==> config.mk <==
export PLATFORM = sky130hd
export DESIGN_NAME = mic1dp_fifo
export DESIGN_NICKNAME = d
export VERILOG_FILES = /design/src/mic1dp_fifo.sv
export SDC_FILE = /design/constraint.sdc
export NUM_CORES = 1
export LEC_CHECK = 0
export ABC_AREA = 1
export BUFFER_PORTS_ARGS = -buffer_cell sky130_fd_sc_hd__buf_2
export CAP_MARGIN = 15
export CORE_UTILIZATION = 52
export DETAILED_ROUTE_END_ITERATION = 6
export HOLD_SLACK_MARGIN = 0.15
export PLACE_DENSITY = 0.79
export SYNTH_ARGS = -nofsm -noshare
export SYNTH_HDL_FRONTEND = slang
export SYNTH_SLANG_ARGS = --single-unit
==> constraint.sdc <==
create_clock -name clk -period 2.8 [get_ports clk]
set_input_delay 0.42 -clock clk [delete_from_list [all_inputs] [get_ports clk]]
set_output_delay 0.42 -clock clk [all_outputs]
set_load 0.02 [all_outputs]
==> src/mic1dp_fifo.sv <==
// ----------------------------------------------------------------------------
// Mic-1 datapath queue
// Small first-word-fall-through queue used between the pipeline parts.
// ----------------------------------------------------------------------------
module mic1dp_fifo #(
  parameter int WIDTH = 8,
  parameter int DEPTH = 2
) (
  input  logic             clk,
  input  logic             rst,
  input  logic             push,
  input  logic [WIDTH-1:0] wdata,
  output logic             full,
  input  logic             pop,
  output logic [WIDTH-1:0] rdata,
  output logic             empty
);

  localparam int PtrW = (DEPTH > 1) ? $clog2(DEPTH) : 1;
  localparam int CntW = $clog2(DEPTH + 1);

  logic [WIDTH-1:0] store [DEPTH];
  logic [PtrW-1:0]  wr_ptr;
  logic [PtrW-1:0]  rd_ptr;
  logic [CntW-1:0]  count;
  logic             do_push;
  logic             do_pop;

  assign full    = (count == CntW'(DEPTH));
  assign empty   = (count == '0);
  assign do_push = push && !full;
  assign do_pop  = pop && !empty;
  assign rdata   = store[rd_ptr];

  always_ff @(posedge clk) begin
    if (do_push) begin
      store[wr_ptr] <= wdata;
    end
  end

  always_ff @(posedge clk) begin
    if (rst) begin
      wr_ptr <= '0;
      rd_ptr <= '0;
      count  <= '0;
    end else begin
      if (do_push) begin
        wr_ptr <= (wr_ptr == PtrW'(DEPTH - 1)) ? '0 : wr_ptr + 1'b1;
      end
      if (do_pop) begin
        rd_ptr <= (rd_ptr == PtrW'(DEPTH - 1)) ? '0 : rd_ptr + 1'b1;
      end
      if (do_push && !do_pop) begin
        count <= count + 1'b1;
      end else if (do_pop && !do_push) begin
        count <= count - 1'b1;
      end
    end
  end

endmodule

---- Word-level counts from Yosys, hierarchy flattened ----
Memory sizes are Yosys's and may differ from the RTL's. A register that Yosys moved wholly into a read port is not among the register bits.
Cells that the tools add are included.
operators by class
  add/subtract/negate cells ............... 4
  mux-type cells .......................... 8
  reduce and logical (&&, ||, !) cells .... 10
  eq/ne operators ......................... 1
operator list
  cell                                              number
  2-to-1 mux 1 bit                                  6
  logical AND 1 bit                                 4
  logical NOT 1 bit                                 4
  2-to-1 mux 2 bit                                  2
  adder 1 bit, second input constant                2
  adder 2 x 1 -> 2 bit, second input constant       1
  == test 2 bit, second input constant              1
  logical NOT 2 bit                                 1
  nonzero test 2 bit                                1
  subtractor 2 x 1 -> 2 bit, second input constant  1
word-level totals
  memories kept ........................... 1
  output and inout port bits .............. 10
  bits of input ports ..................... 12
  bits in writable memories ............... 16
  register bits after elaboration ......... 4
  word-level logic and storage cells ...... 27
memory list
  name   depth  width  rd ports  clocked after Yosys merged registers in  wr ports  RTL line  source
  store  2      8      1         1                                        1         22        logic [WIDTH-1:0] store [DEPTH];

---- Longest topological paths before layout ----
Gate-level depths: netlist (run 1).
  depth after elaboration ................. 7
  gate-level depth with buffers ........... 10
  mapped depth without buffers ............ 10

---- Worst setup path before layout (run 1) ----
OpenSTA, ideal clock, no wires.
  path type ............................... register to register
  from .................................... register count[0]
  to ...................................... memory store[1][0] (enable)
  stages on the path, launching flop included .. 3
  arrival ................................. 0.951 ns
  clock period less this slack ............ 1.321 ns
  library setup time ...................... 0.370 ns
  slack ................................... 1.479 ns
  data required time ...................... 2.430 ns
  buffers on the path ..................... 0
  cell sequence ........................... dfxtp_1 > o21ai_2 > nor2_1
between the ends
  cells in the longest elaborated chain, start to end .. 5
RTL lines
  item                                    RTL line  source
  from (decl)                             25        logic [CntW-1:0] count;
  from (signal assigned)                  54        count <= count + 1'b1;
  from (signal assigned)                  56        count <= count - 1'b1;
  == test 2 bit                           29        assign full = (count == CntW'(DEPTH));
  logical NOT 1 bit                       31        assign do_push = push && !full;
  logical AND 1 bit                       31
  2-to-1 mux 1 bit                        36        if (do_push) begin
  2-to-1 mux 1 bit (implied by the code)  37        store[wr_ptr] <= wdata;
  to (decl)                               22
Every way passes these cells.

==> results.yml, run 1 <==
sta:
  fin_skew_ps: 4.82
  fmax_mhz: 560
  period_share: 0.638
  holdWs_ps: 307
  rsz0062_at_grt: "false"
  fin_crit_ps: 1790
  fin_setup_tns_ps: 0
  setup_viol: 0
  hold_viol: 0
  maxSlewViolCount: 0
  worstMarginPinSlew_ps: 719
  setup_ws_ps: 1010
  slew_headroom: 0.519
cts:
  cts-root-buf: "clkbuf_4"
  cts_buffer_depth: 2
  postCtsSetupBuffers: 0
  cts_buffers: 3
  cts_sinks: 21
  postCtsResizedCells: 0
  clk_latency_ps: 290
  clk_transition_reported_paths_ps: 110
  cts_tree: "built"
  h-tree-depth: 1
  hold_buffers: 0
finish:
  final_cells: 102
  drive_gt1_frac: 0.430
  nFillCells: 120
  syn2layout_area_growth_pct: 17.7
  diodes: 0
  final_net_count: 100
  fin_area_um2: 975
floorplanning:
  ios: 22
  rows: 14
  core-area_um2: 1490
  die_h_um: 41.9
  die-area_um2: 1760
  initial_core_util: 0.556
  die_w_um: 41.9
synthesis:
  syn-cell-area_um2: 828
  ys_seq_elements: 21
  yosys_warnings: 0
  synth_edf_count: 16
  synth_top_area_cell: "edfxtp_1"
  yosysTopAreaCellShare: 0.580
  synth_flop_cell: "edfxtp_1"
  syn_nets: 75
  netlist_instances: 62
  yosysUniqueCellTypes: 16
  seq_area_frac_synth: 0.701
  synth_common_cells: "16 x edfxtp_1, 9 x nor2_1, 8 x mux2_2"
  synthTopCellsByArea: "edfxtp_1 58%, dfxtp_1 12%, mux2_2 11%, nor2_1 4.1%, inv_1 3.2%"
  yosysMostFrequentCell: "edfxtp_1"
  syn_avg_cell_area_um2: 13.4
  synth-async-reset-ratio: 0
drt:
  route.final.wire_length_um: 1210
  ant_nets: 0
  drc: 0
  drt_first_pass_iters: 4
  num_vias: 505
  viasPerCell: 4.95
  wl_per_cell_um: 11.9
  drt-initial-drc-count: 8
placement:
  detailedPlace.worstSlack_ps: 1210
  hpwl_um: 934
  portBuffers: 21
  place.gp.congestion: 0.726
  dp.cells: 98
  dpl-instance-area_um2: 948
hold_path:
  hold_path_end: "store[1][3]$_DFFE_PP_"
  holdPathStages: 1
  hp-start: "wdata[3]"
  worstHoldPathType: "input port to flop"
grt:
  grt_max_degree: 12
  grt_pass1_wl_um: 2080
  antenna_found_initial: 0
  grt_pass1_vias: 490
  grt_remaining_overflow: 0
  globalRouteTotalUtil: 0.162
power:
  power_density_nw_per_um2: 893
  p_leak_nw: 0.406
  ir_drop_mv: 0.523
critical_path:
  crit_slowest_cell: "dfxtp_1"
  critPathMaxStageDelay_ps: 530
  path_class: "flop to output pin"
  r2r_setup_slack_ps: 1210
  crit_chain: "mux2_2, buf_2"
  crit_fanout: 8
  worstReg2RegEnd: "store[1][2]$_DFFE_PP_"
  cp.required_ps: 2380
  cp.arrival_ps: 1370
  r2r-start: "count[0]$_SDFFE_PP0P_"
  cp-end-kind: "output pin"
  start_kind: "flop"
  reg2reg_depth: 2
status:
  status: "complete, no violations"
flow_run:
  cap_viol_max_count: 0
==> stage by stage <==
| stage | utilization | total power [mW] |
|---|---|---|
| global placement | 0.637 | 0.731 |
| floorplan | - | 0.660 |
| detailed placement | 0.637 | 0.743 |
| finish | 0.655 | 0.871 |
| global route | 0.655 | 0.928 |
| CTS | 0.655 | 0.877 |
==> cell families (layout without fill, tap and decap cells) <==
logic type / count (synthesis) / in the layout / synth area share
flops: 21 / 21 / 0.701
simple gates: 16 / 16 / 0.0831
buf+inv: 10 / 34 / 0.0468
mux: 8 / 8 / 0.109
compound gates: 6 / 6 / 0.0453
fa+ha+maj: 1 / 1 / 0.0151
==> power by group <==
group | switching (mW) | leakage [nW] | total [mW] | internal, mW
combinational | 0.170 | 0.200 | 0.288 | 0.118
clock | 0.0842 | 0.0150 | 0.140 | 0.0553
sequential | 0.0447 | 0.191 | 0.443 | 0.398
==> routing by layer <==
metal  part of all wire  GRT usage  vias up
met4                  0     0.0387        0
met1               0.46      0.234      234
li1                   -          -      261
met5                  0          0        -
met2               0.50      0.244       10
met3              0.040     0.0478        0
==> critical path, delay by kind of cell (launching register included) <==
family / cells / cell delay (ps)
muxes: 1 / 380
buffers and inverters: 1 / 160
DFF: 1 / 530
==> area by class of cell <==
| class | count | area [um2] | area share |
|---|---|---|---|
| Multi-Input combinational cell | 31 | 209 | 0.214 |
| Tap cell | 16 | 20.0 | 0.0205 |
| Inverter | 9 | 33.8 | 0.0347 |
| Clock buffer | 4 | 26.3 | 0.0270 |
| Sequential cell | 21 | 581 | 0.596 |
| Timing Repair Buffer | 21 | 105 | 0.108 |
==> registers in the layout, indices dropped and copies added, names as in the netlist, named ones only <==
| signal | count |
|---|---|
| count | 2 |
| rd_ptr | 1 |
| store | 16 |
| wr_ptr | 1 |
==> how the worst max path moves through the flow <==
stage / slack (ps) / to / startpoint / depth (start not counted)
global placement: 1270 / store[0][3]$_DFFE_PP_ / count[0]$_SDFFE_PP0P_ / 2
finish: 1010 / rdata[7] / flop / 2
CTS: 980 / rdata[7] / flop / 2
detailed placement: 1210 / store[1][6]$_DFFE_PP_ / count[0]$_SDFFE_PP0P_ / 2
global route: 930 / rdata[5] / flop / 2
floorplan: 1480 / store[1][0]$_DFFE_PP_ / count[0]$_SDFFE_PP0P_ / 2
==> placed cells by master, fill, tap and decap left out, drive strengths merged <==
cell type | netlist | final
a21oi | 1 | 1
and2 | 1 | 1
buf | 1 | 21
clkbuf | 0 | 4
dfxtp | 5 | 5
edfxtp | 16 | 16
ha | 1 | 1
inv | 9 | 9
mux2 | 8 | 8
nand2 | 4 | 4
nand3 | 1 | 1
nand4 | 1 | 1
nor2 | 9 | 9
o21ai | 5 | 5
Power figures use the tool's default switching activity.
==> run 2: changes to the inputs <==
Settings changed: ABC_AREA 1 to 0, CORE_UTILIZATION 52 to 48, PLACE_DENSITY 0.79 to 0.74.
Clock period 2.8 ns to 1.75 ns, I/O delays scaled along.
==> results.yml, run 2 <==
cts:
  cts-root-buf: "clkbuf_4"
  postCtsResizedCells: 0
  clk_transition_reported_paths_ps: 100
  postCtsSetupBuffers: 0
  cts_tree: "built"
  cts_buffer_depth: 2
  cts_buffers: 3
  h-tree-depth: 1
  cts_sinks: 21
  clk_latency_ps: 300
finish:
  largest_reg_flops: 16
  drive_gt1_frac: 0.415
  diodes: 0
  syn2layout_area_growth_pct: 28.7
  postLayoutCoreUtil: 0.670
  regMostFlops: "store"
  reg_top3: "store x16, count x2"
  layout_commonest_cell: "buf_2"
  layout_common_cells: "21 x buf_2, 16 x edfxtp_1, 8 x mux2_2, 8 x dlygate4sd3_1"
  final_net_count: 96
synthesis:
  seq_area_frac_synth: 0.732
  yosys_warnings: 0
  syn_avg_cell_area_um2: 15.9
  ys_seq_elements: 21
  syn-cell-area_um2: 793
  yosysUniqueCellTypes: 13
  netlist_instances: 50
  synth_flop_cell: "edfxtp_1"
  synth_edf_count: 16
  synthTopCellsByArea: "edfxtp_1 61%, dfxtp_1 13%, mux2_2 11%, xor2_1 3.3%, nor2_1 2.4%"
  yosysMostFrequentCell: "edfxtp_1"
  synth_top_area_cell: "edfxtp_1"
  yosysTopAreaCellShare: 0.606
  syn_nets: 63
  synth_common_cells: "16 x edfxtp_1, 8 x mux2_2, 5 x dfxtp_1, 5 x nor2_1"
  synth-async-reset-ratio: 0
hold_path:
  worstHoldPathType: "input port to flop"
drt:
  ant_nets: 0
  num_vias: 477
  wl_per_cell_um: 11.6
  route.final.wire_length_um: 1130
  drt-initial-drc-count: 6
  drt_first_pass_iters: 3
  viasPerCell: 4.87
  drc: 0
sta:
  rsz0062_at_grt: "false"
  period_share: 0.929
  setup_ws_ps: 124
  fmax_mhz: 615
  worstMarginPinSlew_ps: 377
  fin_skew_ps: 4.19
  holdWs_ps: 174
  setup_viol: 0
  maxSlewViolCount: 0
  fin_crit_ps: 1630
  slew_headroom: 0.749
  fin_setup_tns_ps: 0
  hold_viol: 0
floorplanning:
  die-area_um2: 1820
  rows: 14
  ios: 22
  die_w_um: 42.7
  die_h_um: 42.7
  core-area_um2: 1520
  initial_core_util: 0.521
placement:
  portBuffers: 21
  hpwl_um: 784
  detailedPlace.worstSlack_ps: 233
  place.gp.congestion: 0.690
critical_path:
  crit_chain: "mux2_2, buf_2"
  cp.required_ps: 1490
  crit_fanout: 8
  path_buf_inv: 1
  crit_slowest_cell: "dfxtp_1"
  cp.arrival_ps: 1360
  path_class: "flop to output pin"
  start_kind: "flop"
  crit_family: "flip-flops"
  cp-end-kind: "output pin"
  critPathMaxStageDelay_ps: 530
grt:
  grt_remaining_overflow: 0
  grt_pass1_wl_um: 1770
  grt_max_degree: 13
  antenna_found_initial: 0
  grt_pass1_vias: 464
  globalRouteTotalUtil: 0.141
power:
  p_leak_nw: 0.414
  ir_drop_mv: 1.00
  power_density_nw_per_um2: 1360
status:
  status: "complete, no violations"
flow_run:
  cap_viol_max_count: 0
## run 2: cell families (layout without fill, tap and decap cells)
family          after synthesis  after routing  share of synthesized area
xor+xnor                      3              3                     0.0331
compound gates                5              5                     0.0315
mux                           8              8                      0.114
fa+ha+maj                     1              1                     0.0158
buf+inv                       3             35                     0.0158
simple gates                  9              9                     0.0584
flops                        21             21                      0.732
## run 2: metal layers
metal	up-vias	routed length, um	GRT usage
met5	-	0	0
met3	4	43	0.0255
met1	212	476	0.149
li1	248	-	-
met4	0	46	0.131
met2	13	568	0.233
## run 2: report_power, final
| group | internal [mW] | switching, mW |
|---|---|---|
| clock network | 0.0852 | 0.136 |
| logic | 0.208 | 0.257 |
| registers | 0.636 | 0.0620 |
| total | 0.929 | 0.455 |
## run 2: timing repair
| item | in CTS | in global routing |
|---|---|---|
| hold buffers | 8 | 0 |
| setup endpoints to repair | 0 | 0 |
| hold endpoints to repair | 16 | 0 |
## run 2: worst paths after layout
check                                           start               endpoint  slack [ps]  cells past startpoint
worst min-delay path                              rst  count[1]$_SDFFE_PP0P_         170                      2
worst max-delay path                             flop               rdata[2]         120                      2
worst min register to register    wr_ptr$_SDFFE_PP0N_    wr_ptr$_SDFFE_PP0N_         510                      2
worst max register to register  count[1]$_SDFFE_PP0P_  count[1]$_SDFFE_PP0P_         220                      5
## run 2: area by class of cell
class,count,area [um2]
clock inverters,1,5.00
multi-input cells,26,200
clock buffers,3,22.5
repair buffers,29,185
well taps,16,20.0
flip-flops and latches,21,581
fillers,110,503
inverters,2,7.51
## run 2: per-stage QoR
step                      cells  total power, mW  instance area (um2)
after floorplan              50             1.04                  793
after global placement       86             1.16                  913
after detailed placement     86             1.17                  913
after CTS                    98             1.41                 1020
after global routing         98             1.47                 1020
final                        98             1.38                 1020
